[src/rtl/core/rss_pkg.sv]
// shared types and constants for the row selection sorter
// no dependencies; imported by rss_row_store and row_selection_sorter
package rss_pkg;

  localparam int VALUE_W = 16;
  localparam int POS_W   = 3;
  localparam int IN_TDATA_W  = 16;
  localparam int OUT_TDATA_W = 24;

  typedef enum logic [2:0] {
    ST_LOAD,
    ST_READ_I,
    ST_FIRST,
    ST_SCAN,
    ST_EMIT
  } state_t;

endpackage

[src/rtl/core/rss_row_store.sv]
// row store: one write port, one read port with registered read data
// depends on rss_pkg for the element width
module rss_row_store #(
  parameter int DEPTH = 8,
  parameter int AW    = 3
) (
  input  logic                       clk,
  input  logic                       we,
  input  logic [AW-1:0]              waddr,
  input  logic [rss_pkg::VALUE_W-1:0] wdata,
  input  logic [AW-1:0]              raddr,
  output logic [rss_pkg::VALUE_W-1:0] rdata
);
  import rss_pkg::*;

  logic [VALUE_W-1:0] mem [DEPTH];

  always_ff @(posedge clk) begin
    if (we) begin
      mem[waddr] <= wdata;
    end
  end

  always_ff @(posedge clk) begin
    rdata <= mem[raddr];
  end

endmodule

[src/rtl/core/row_selection_sorter.sv]
// row selection sorter top level: sequencer, shared comparator, output register
// depends on rss_pkg and rss_row_store
//
// usage:
//   s_axis carries one row element per item (tlast closes the row). a row
//   also closes on the element that fills the store to MAX_ROW entries.
//   m_axis returns the row sorted ascending (signed), one item per element,
//   with its position and tlast on the final item of the row.
// timing:
//   loading accepts one element per cycle while s_axis_tvalid is high, and
//   s_axis_tready is high only while the block is loading a row, so a new row
//   waits until the previous row is emitted. after the closing element, each
//   position i of the row takes one store read, a scan with the single
//   comparator reading one entry a cycle, and one emit, in that order.
// reset:
//   rst clears the sequencer, element count and output valid; the store is
//   left as is and only entries written in the current row are read.
// stalls:
//   a result waits in the output register; the sorter pauses at its emit
//   step until the register frees up, nothing is dropped.
module row_selection_sorter #(
  parameter int MAX_ROW = 8
) (
  input  logic                           clk,
  input  logic                           rst,
  input  logic                           s_axis_tvalid,
  output logic                           s_axis_tready,
  input  logic [rss_pkg::IN_TDATA_W-1:0]  s_axis_tdata,  // [15:0] element_value
  input  logic                           s_axis_tlast,  // last_in_row
  output logic                           m_axis_tvalid,
  input  logic                           m_axis_tready,
  // [15:0] sorted_value, [18:16] position, [23:19] zero
  output logic [rss_pkg::OUT_TDATA_W-1:0] m_axis_tdata,
  output logic                           m_axis_tlast   // row_end
);
  import rss_pkg::*;

  localparam int AW = (MAX_ROW > 1) ? $clog2(MAX_ROW) : 1;
  localparam int CW = $clog2(MAX_ROW + 1);

  state_t state, state_next;

  logic [CW-1:0]      count;
  logic [CW-1:0]      n;
  logic [AW-1:0]      i;
  logic [CW-1:0]      j;
  logic [AW-1:0]      best;
  logic [VALUE_W-1:0] min_val;
  logic [VALUE_W-1:0] ival;

  logic               out_valid;
  logic [VALUE_W-1:0] out_value;
  logic [POS_W-1:0]   out_pos;
  logic               out_last;

  logic               we;
  logic [AW-1:0]      waddr;
  logic [VALUE_W-1:0] wdata;
  logic [AW-1:0]      raddr;
  logic [VALUE_W-1:0] rdata;

  logic               in_acc;
  logic [CW-1:0]      count_inc;
  logic               row_close;
  logic [CW-1:0]      j_inc;
  logic [CW-1:0]      i_inc;
  logic               out_free;
  logic               emit_go;
  logic               is_less;
  logic               last_pos;

  rss_row_store #(
    .DEPTH (MAX_ROW),
    .AW    (AW)
  ) u_store (
    .clk   (clk),
    .we    (we),
    .waddr (waddr),
    .wdata (wdata),
    .raddr (raddr),
    .rdata (rdata)
  );

  assign s_axis_tready = (state == ST_LOAD);
  assign in_acc        = s_axis_tvalid && s_axis_tready;
  assign count_inc     = count + CW'(1);
  assign row_close     = s_axis_tlast || (count_inc == CW'(MAX_ROW));
  assign i_inc         = CW'(i) + CW'(1);
  assign j_inc         = j + CW'(1);
  assign last_pos      = (i_inc == n);
  assign out_free      = !out_valid || m_axis_tready;
  assign emit_go       = (state == ST_EMIT) && out_free;
  assign is_less       = $signed(rdata) < $signed(min_val);

  always_ff @(posedge clk) begin
    if (rst) begin
      state <= ST_LOAD;
    end else begin
      state <= state_next;
    end
  end

  always_comb begin
    state_next = state;
    we         = 1'b0;
    waddr      = best;
    wdata      = ival;
    raddr      = i;
    case (state)
      ST_LOAD: begin
        waddr = count[AW-1:0];
        wdata = s_axis_tdata[VALUE_W-1:0];
        if (in_acc) begin
          we = 1'b1;
          if (row_close) begin
            state_next = ST_READ_I;
          end
        end
      end
      ST_READ_I: begin
        raddr      = i;
        state_next = ST_FIRST;
      end
      ST_FIRST: begin
        raddr = i_inc[AW-1:0];
        if (last_pos) begin
          state_next = ST_EMIT;
        end else begin
          state_next = ST_SCAN;
        end
      end
      ST_SCAN: begin
        raddr = j_inc[AW-1:0];
        if (j_inc == n) begin
          state_next = ST_EMIT;
        end
      end
      ST_EMIT: begin
        // move the old entry at i into the slot the minimum came from
        we = (best != i);
        if (out_free) begin
          state_next = last_pos ? ST_LOAD : ST_READ_I;
        end
      end
      default: begin
        state_next = ST_LOAD;
      end
    endcase
  end

  always_ff @(posedge clk) begin
    if (rst) begin
      count <= '0;
    end else if (in_acc) begin
      count <= row_close ? '0 : count_inc;
    end
  end

  always_ff @(posedge clk) begin
    case (state)
      ST_LOAD: begin
        if (in_acc && row_close) begin
          n <= count_inc;
          i <= '0;
        end
      end
      ST_FIRST: begin
        ival    <= rdata;
        min_val <= rdata;
        best    <= i;
        j       <= i_inc;
      end
      ST_SCAN: begin
        if (is_less) begin
          min_val <= rdata;
          best    <= j[AW-1:0];
        end
        j <= j_inc;
      end
      ST_EMIT: begin
        if (out_free && !last_pos) begin
          i <= i + AW'(1);
        end
      end
      default: begin
      end
    endcase
  end

  always_ff @(posedge clk) begin
    if (rst) begin
      out_valid <= 1'b0;
    end else if (emit_go) begin
      out_valid <= 1'b1;
    end else if (m_axis_tready) begin
      out_valid <= 1'b0;
    end
  end

  always_ff @(posedge clk) begin
    if (emit_go) begin
      out_value <= min_val;
      out_pos   <= POS_W'(i);
      out_last  <= last_pos;
    end
  end

  assign m_axis_tvalid = out_valid;
  assign m_axis_tdata  = {{(OUT_TDATA_W - VALUE_W - POS_W){1'b0}}, out_pos, out_value};
  assign m_axis_tlast  = out_last;

  // open row never holds a full store
  a_count_range: assert property (@(posedge clk) disable iff (rst)
    (state == ST_LOAD) |-> (count < CW'(MAX_ROW)))
    else $error("element count reached store depth while loading");

  // running minimum always comes from the unsorted part already scanned
  a_best_range: assert property (@(posedge clk) disable iff (rst)
    (state == ST_SCAN) |-> ((best >= i) && (CW'(best) < j) && (j < n)))
    else $error("scan index or minimum index out of range");

  // a sorted position is always inside the closed row
  a_emit_range: assert property (@(posedge clk) disable iff (rst)
    (state == ST_EMIT) |-> (i_inc <= n))
    else $error("emit position beyond row length");

  // the last result of a row returns the sequencer to loading
  a_last_to_load: assert property (@(posedge clk) disable iff (rst)
    (emit_go && last_pos) |=> (state == ST_LOAD) && m_axis_tvalid && m_axis_tlast)
    else $error("row end did not return to loading");

endmodule

[config.mk]
export PLATFORM = sky130hd
export DESIGN_NAME = row_selection_sorter
export DESIGN_NICKNAME = d
export VERILOG_FILES = /design/src/rtl/core/rss_pkg.sv /design/src/rtl/core/rss_row_store.sv /design/src/rtl/core/row_selection_sorter.sv
export SDC_FILE = /design/constraint.sdc
export NUM_CORES = 1
export LEC_CHECK = 0
export BUFFER_PORTS_ARGS = -buffer_cell sky130_fd_sc_hd__buf_4
export CELL_PAD_IN_SITES_DETAIL_PLACEMENT = 1
export CELL_PAD_IN_SITES_GLOBAL_PLACEMENT = 1
export CORE_MARGIN = 10
export CORE_UTILIZATION = 50
export CTS_BUF_LIST = sky130_fd_sc_hd__clkbuf_8
export CTS_CLUSTER_SIZE = 24
export DETAILED_ROUTE_END_ITERATION = 12
export GPL_ROUTABILITY_DRIVEN = 0
export PLACE_DENSITY = 0.87
export SETUP_SLACK_MARGIN = 0.05
export SLEW_MARGIN = 25
export SYNTH_ARGS = -nofsm -noshare
export SYNTH_HDL_FRONTEND = slang
export SYNTH_SLANG_ARGS = --single-unit
[constraint.sdc]
create_clock -name clk -period 3 [get_ports clk]
set_input_delay 0.3 -clock clk [delete_from_list [all_inputs] [get_ports clk]]
set_output_delay 0.3 -clock clk [all_outputs]
set_load 0.05 [all_outputs]
==> out/qor.txt, run 1 <==
Hold Crit Start: s_axis_tlast
NumNets Final: 671
Clk Latency, worst-skew pair: 0.54 ns
worst path cell trace: ha_1, mux2_2, mux2i_4, buf_12, mux2i_1, mux2i_1, mux2_2
Worst-path clk slew: 0.07 ns
Die Span X: 154 um
initial antenna violation count: 0
vias in the first global route: 5573
Syn Area/Cell: 16.4 um^2
Critical Path Fanout Max: 16
RSZ-0062 raised after global routing: no
Die Ht: 154 um
num rows: 49
R2R depth: 7
post-layout minimum cycle time: 2.70 ns
post-synth cell types: 49
pwr dens: 641 nW/um^2
Hold Path End: count[0]
ant diodes: 0
Post-Synthesis Cells: 551
HP Class: primary input to flip-flop
Post-DP Area: 9730 um^2
main flop type after synthesis: edfxtp_1
Max Clk Rate: 371 MHz
setup TNS: 0 ns
CTS max path bufs: 3
Vias per Instance: 5.60
Reg-to-Reg Start: j[0]
Die Area: 23900 um^2
io pins: 48
DPL Wire Length: 13200 um
Lkg Pwr: 0.00400 uW
ys async rst share: 0%
skew final: 0.0314 ns
Initial Util: 50.5%
VDD IR max: 0.365 mV
startpoint types: flip-flop
Final Cell Area: 10400 um^2
wire per inst: 24.0 um
Critical Path Max Stage Delay: 0.48 ns
clock root cell: clkbuf_8
hold depth: 4
first-pass GRT wire length: 32600 um
Storage cell area: 6310 um^2
First-pass DRT Iterations: 5
reg-to-reg setup timing slack: 0.30 ns
CP Capture Type: flip-flop
max-cap violation count: 0
final hold vios: 0
Area Growth Syn to Fin: 15.1%
share of post-route cells with drive strength above 1: 24.8%
multi-input logic area: 2490 um^2
largest net degree at the start of global routing: 33
Setup-failing EPs final: 0
Post-synth EDFFs: 194
Seq cells post-synth: 218
Mapped Area: 9040 um^2
YS warnings: 0
crit-path leading delay family: multiplexers
Pins Over Slew Limit: 0
Setup Buffers After CTS: 0
CP bufs+invs: 1
sequential fraction of the synthesis area: 69.7%
via count: 4955
CTS H-tree depth: 2
CTS buffer count: 34
GRT overflow: 0
Total Wirelength: 21200 um
status: complete, no violations
critical path class: flip-flop to flip-flop
crit path DAT: 3.10 ns
WP data required: 3.41 ns
FF-to-FF End: u_store.rdata[9]
Worst path slowest cell: edfxtp_1
Initial DRC Count: 297
post-route ant nets: 0
Port Buffers: 42
CTS sink cnt: 218
floorplan core area: 17900 um^2
fin crit share: 89.9%
Filler Cell Count: 1658
Residual DRC: 0
TritonCTS clock tree: done
Worst Tran Pin Value: 0.882 ns
relative slew slack: 41.2%
global-route usage over all layers: 17.7%
[what timing repair did]
action	in CTS	in global routing
endpoints found under the hold margin	5	0
resized for setup	0	0
hold buffers	1	0
[layout by cell type, fill, tap and decap left out, types with 2 or more instances in the layout]
| master | count |
|---|---|
| nand2_1 | 14 |
| o21a_1 | 2 |
| buf_4 | 61 |
| a211oi_1 | 2 |
| mux2i_1 | 96 |
| clkinv_2 | 7 |
| xnor2_1 | 5 |
| inv_1 | 29 |
| nand4_1 | 4 |
| and3_1 | 3 |
| nand3_1 | 5 |
| nor2_1 | 24 |
| o21ai_0 | 8 |
| nand2b_1 | 2 |
| nand3b_1 | 2 |
| bufinv_16 | 2 |
| clkbuf_8 | 37 |
| and2_1 | 2 |
| mux2_2 | 38 |
| dfxtp_1 | 24 |
| conb_1 | 5 |
| ha_1 | 18 |
| edfxtp_1 | 194 |
| a31oi_1 | 4 |
| nor3b_1 | 3 |
| a21oi_1 | 15 |
| buf_12 | 5 |
| xor2_1 | 10 |
| clkinv_1 | 3 |
| nor3_1 | 6 |
[layer usage]
metal  vias up  wire [um]  GRT usage [%]
met4         0        526           6.12
met5         -          0              0
li1       2238          -              -
met1      2554       8670           20.6
met3        39       1010           3.80
met2       124      11000           31.4
[per-stage QoR]
stage | instances | hold slack, ns | setup slack (ns) | total power, uW | util (%)
floorplan | 555 | 0.369 | 0.404 | 4000 | -
global placement | 824 | 0.433 | 0.571 | 4170 | 54.3
detailed placement | 824 | 0.436 | 0.369 | 4240 | 54.3
CTS | 885 | 0.122 | 0.309 | 6710 | 58.1
global route | 885 | 0.145 | 0.247 | 6900 | 58.1
finish | 885 | 0.148 | 0.303 | 6670 | 58.1
[state kept, by name, indices dropped and copies added, names as in the netlist]
register       flops
count              4
ival              16
n                  4
state              3
j                  4
out_value         16
m_axis_tlast       1
i                  3
out_pos            3
min_val           16
m_axis_tvalid      1
u_store.mem      128
u_store.rdata     16
best               3
[where the power goes]
group	switching, uW	leakage, uW	internal, uW
combinational	374	0.00167	258
clock	1150	0.000381	1320
sequential	89.7	0.00196	3470
[area by class of cell]
type | count | share of cell area [%]
Clock buffer | 37 | 4.89
Clock inverter | 23 | 1.53
Inverter | 21 | 0.805
Multi-Input combinational cell | 290 | 24.0
Sequential cell | 218 | 60.6
Tap cell | 229 | 2.75
Timing Repair Buffer | 67 | 5.46
[worst register-to-register path: stages (launching register included)]
cell and delay [ns]:
edfxtp_1 0.48, ha_1 0.38, mux2_2 0.30, mux2i_4 0.46, buf_12 0.26, mux2i_1 0.29, mux2i_1 0.13, mux2_2 0.28
[worst max path at each step]
stage               startpoint  cells after the start                end  slack, ns
floorplan             state[0]                      6  u_store.mem[2][0]       0.40
CTS                       j[0]                      7   u_store.rdata[9]       0.31
detailed placement        j[0]                      7   u_store.rdata[7]       0.37
global route              j[0]                      7   u_store.rdata[9]       0.25
global placement          j[0]                      7  u_store.rdata[11]       0.57
finish                    j[0]                      7   u_store.rdata[9]       0.30
[cells by family (layout without fill, tap and decap cells)]
group,after synthesis,after routing,share of synthesized area (%)
compound gates,43,43,3.21
xor+xnor,16,16,1.72
fa+ha+maj,19,19,2.60
buf+inv,47,148,3.11
flops,218,218,69.7
mux,135,135,15.5
other cells,1,5,0.0415
simple gates,72,72,4.11
[cell usage after synthesis, drive strengths merged, types with 2 or more instances]
library cell	count	area (um^2)
nand2b	3	26.3
o21a	2	15.0
o21ai	8	40.0
a211oi	2	15.0
xnor2	5	43.8
a31oi	4	25.0
edfxtp	194	5830
buf	23	186
dfxtp	24	480
nand4	4	25.0
nor2	24	90.1
nor3b	3	22.5
clkbuf	3	11.3
ha	18	225
a21oi	16	83.8
and3	3	18.8
nand3	5	25.0
xor2	10	87.6
and2	2	12.5
nor3	8	51.3
mux2	38	428
nand2	15	63.8
mux2i	97	971
nand3b	2	15.0
inv	21	83.8
Note: power is estimated with default switching activity, not from simulation.
==> run 2: changes to the inputs <==
--- a/config.mk
+++ b/config.mk
@@ -5,6 +5,7 @@
 export SDC_FILE = /design/constraint.sdc
 export NUM_CORES = 1
 export LEC_CHECK = 0
+export ABC_AREA = 1
 export BUFFER_PORTS_ARGS = -buffer_cell sky130_fd_sc_hd__buf_4
 export CELL_PAD_IN_SITES_DETAIL_PLACEMENT = 1
 export CELL_PAD_IN_SITES_GLOBAL_PLACEMENT = 1
@@ -14,7 +15,7 @@
 export CTS_CLUSTER_SIZE = 24
 export DETAILED_ROUTE_END_ITERATION = 12
 export GPL_ROUTABILITY_DRIVEN = 0
-export PLACE_DENSITY = 0.87
+export PLACE_DENSITY = 0.91
 export SETUP_SLACK_MARGIN = 0.05
 export SLEW_MARGIN = 25
 export SYNTH_ARGS = -nofsm -noshare
==> run 2 against run 1 <==
  * Sequential power grew 44%
  * Clock-buffer cell count grew 4
  * Cell area grew 1.6%
  * Combinational power grew to 8.1 times the previous value
  * Synthesized area grew 2.7%
  * Highest routed layer unchanged
==> out/qor.txt, run 2 <==
vias in the first global route: 7597 (+36%)
Final Cell Area: 10600 um^2 (+1.6%)
max-cap violation count: 0 (unchanged)
Setup Buffers After CTS: 0 (unchanged)
Max Clk Rate: 369 MHz (-0.59%)
CTS buffer count: 35 (+2.9%)
First-pass DRT Iterations: 5 (unchanged)
Area contributors post-synth: edfxtp_1 63%, nand2_1 11%, inv_1 5.4%, dfxtp_1 5.2%, o211ai_1 2.6%
Biggest register: u_store.mem
Post-DP Area: 9900 um^2 (+1.8%)
post-route ant nets: 0 (unchanged)
GRT overflow: 0 (unchanged)
Synth area leader: edfxtp_1
TritonCTS clock tree: done
Post-Synthesis Cells: 867 (+57%)
skew final: 0.0314 ns (+0.00000420 ns)
setup TNS: 0 ns (unchanged)
via count: 6934 (+40%)
CP Capture Type: flip-flop
CTS sink cnt: 218 (unchanged)
most frequent cells in the layout: 278 x nand2_1, 194 x edfxtp_1, 145 x inv_1
fin crit share: 90.4% (+0.54 points)
share of post-route cells with drive strength above 1: 12.6% (-12 points)
FF-to-FF End: u_store.rdata[9]
Critical Path Fanout Max: 17 (+1)
Reg-to-Reg Start: i[0]
pwr dens: 1200 nW/um^2 (+87%)
Worst-path clk slew: 0.07 ns (about the same)
Initial Util: 51.2% (+0.68 points)
post-synth cell types: 33 (-33%)
Mapped Area: 9290 um^2 (+2.7%)
Lkg Pwr: 0.00456 uW (+14%)
YS warnings: 0 (unchanged)
Clk Latency, worst-skew pair: 0.54 ns (about the same)
Syn Area/Cell: 10.7 um^2 (-35%)
clock root cell: clkbuf_8
Setup-failing EPs final: 0 (unchanged)
DPL Wire Length: 18000 um (+36%)
count leader, synth: nand2_1
WP data required: 3.40 ns (about the same)
CTS H-tree depth: 2 (unchanged)
end point of the critical path: u_store.rdata[9]
max FFs per register: 128 (unchanged)
ant diodes: 0 (unchanged)
Area Growth Syn to Fin: 13.8%
R2R depth: 9 (+2)
Yosys top cell area share: 62.7% (-1.7 points)
crit path DAT: 3.11 ns (about the same)
final hold vios: 0 (unchanged)
floorplan core area: 18100 um^2 (+1.4%)
HP Class: primary input to flip-flop
Die Span X: 156 um (+1.2%)
Port Buffers: 42 (unchanged)
Die Area: 24400 um^2 (+2.4%)
CTS max path bufs: 3 (unchanged)
io pins: 48 (unchanged)
ys async rst share: 0% (unchanged)
Worst Tran Pin Value: 0.669 ns (-0.214 ns)
initial antenna violation count: 0 (unchanged)
Die Ht: 156 um (+1.2%)
top cells by count, synth: 278 x nand2_1, 194 x edfxtp_1, 133 x inv_1
status: complete, no violations
global-route usage over all layers: 24.6% (+7.0 points)
reg-to-reg setup timing slack: 0.29 ns (-0.02 ns)
first-pass GRT wire length: 45700 um (+40%)
Total Wirelength: 30200 um (+42%)
Seq cells post-synth: 218 (unchanged)
Pins Over Slew Limit: 0 (unchanged)
Post-synth EDFFs: 194 (unchanged)
relative slew slack: 55.3% (+14 points)
main flop type after synthesis: edfxtp_1
Residual DRC: 0 (unchanged)
post-layout minimum cycle time: 2.71 ns (+0.0161 ns)
wire per inst: 25.3 um (+5.5%)
VDD IR max: 0.384 mV (+5.2%)
Crit. Startpoint: i[0]
largest net degree at the start of global routing: 54 (+64%)
RSZ-0062 raised after global routing: no
num rows: 49 (unchanged)
sequential fraction of the synthesis area: 67.9% (-1.9 points)
startpoint types: flip-flop
Initial DRC Count: 730 (+150%)
NumNets Final: 980 (+46%)
Vias per Instance: 5.81 (+3.7%)
commonest non-fill, non-tap cell in the layout: nand2_1
critical path class: flip-flop to flip-flop
[run 2: changes by cell type after synthesis, moves of 8 or more]
cell / before / now
mux2i_1: 97 / 0
buf_6: 9 / 1
nand3_1: 5 / 29
nor2_1: 24 / 45
o211ai_1: 0 / 32
buf_2: 8 / 17
mux2_2: 38 / 0
nand2_1: 14 / 278
inv_1: 20 / 133
o21ai_1: 0 / 19
[run 2: critical path, cell delays in order (launching register included)]
cell      delay (ns)
edfxtp_1        0.57
ha_1            0.32
inv_1           0.10
nand2_1         0.07
nand2_1         0.14
o21ai_1         0.13
a21oi_4         0.54
inv_2           0.36
nand2_1         0.23
nand2_1         0.09
[run 2: power by group]
group	total (uW)	switching, uW	internal [uW]
clock network	2430	1200	1240
registers	5120	511	4610
logic	5150	3860	1290
[run 2: through the flow]
stage                     power [uW]  hold slack, ns  setup slack, ns  std cells  utilization (%)
after global routing           13300           0.122            0.126       1194             58.3
after global placement          9210           0.431            0.497       1131             54.6
final                          12700           0.125            0.287       1194             58.3
after detailed placement        9820           0.438           0.0781       1131             54.6
after CTS                      12600          0.0965            0.332       1194             58.3
after floorplan                 8030           0.369            0.649        871                -
[run 2: worst min path at each step]
stage,start,end,slack [ns],cells past startpoint
global route,m_axis_tready,m_axis_tvalid,0.12,4
floorplan,rst,count[2],0.37,1
global placement,min_val[2],out_value[2],0.43,0
CTS,m_axis_tready,m_axis_tvalid,0.1,4
detailed placement,min_val[5],out_value[5],0.44,0
finish,m_axis_tready,m_axis_tvalid,0.13,4
[run 2: repair_timing]
action / in CTS / in global routing
gates resized for setup: 1 / 0
hold buffers: 2 / 0
hold endpoints to repair: 5 / 0
endpoints found under the setup margin: 5 / 0
[run 2: layer usage]
metal | GRT usage (%) | part of all wire (%) | routed length, um
met1 | 27.7 | 36 | 11000
met2 | 43.0 | 50 | 15200
met3 | 5.70 | 8.4 | 2530
met4 | 12.5 | 4.8 | 1440
met5 | 0 | 0 | 0
[run 2: area by class of cell]
type	count	area, um^2
Inverter	139	522
Clock buffer	41	564
Timing Repair Buffer	66	513
Fill cell	1931	7580
Clock inverter	20	77.6
Tap cell	229	287
Multi-Input combinational cell	481	2300
Sequential cell	218	6310
[run 2: cell families after synthesis]
family | Yosys count | share of synthesized area (%)
and+or+nand+nor | 366 | 15.7
DFF | 218 | 67.9
xor gates and xnor gates | 5 | 0.471
AOI/OAI and AO/OA | 87 | 5.83
other | 1 | 0.0404
buffers and inverters | 172 | 7.68
adders and majority gates | 18 | 2.42
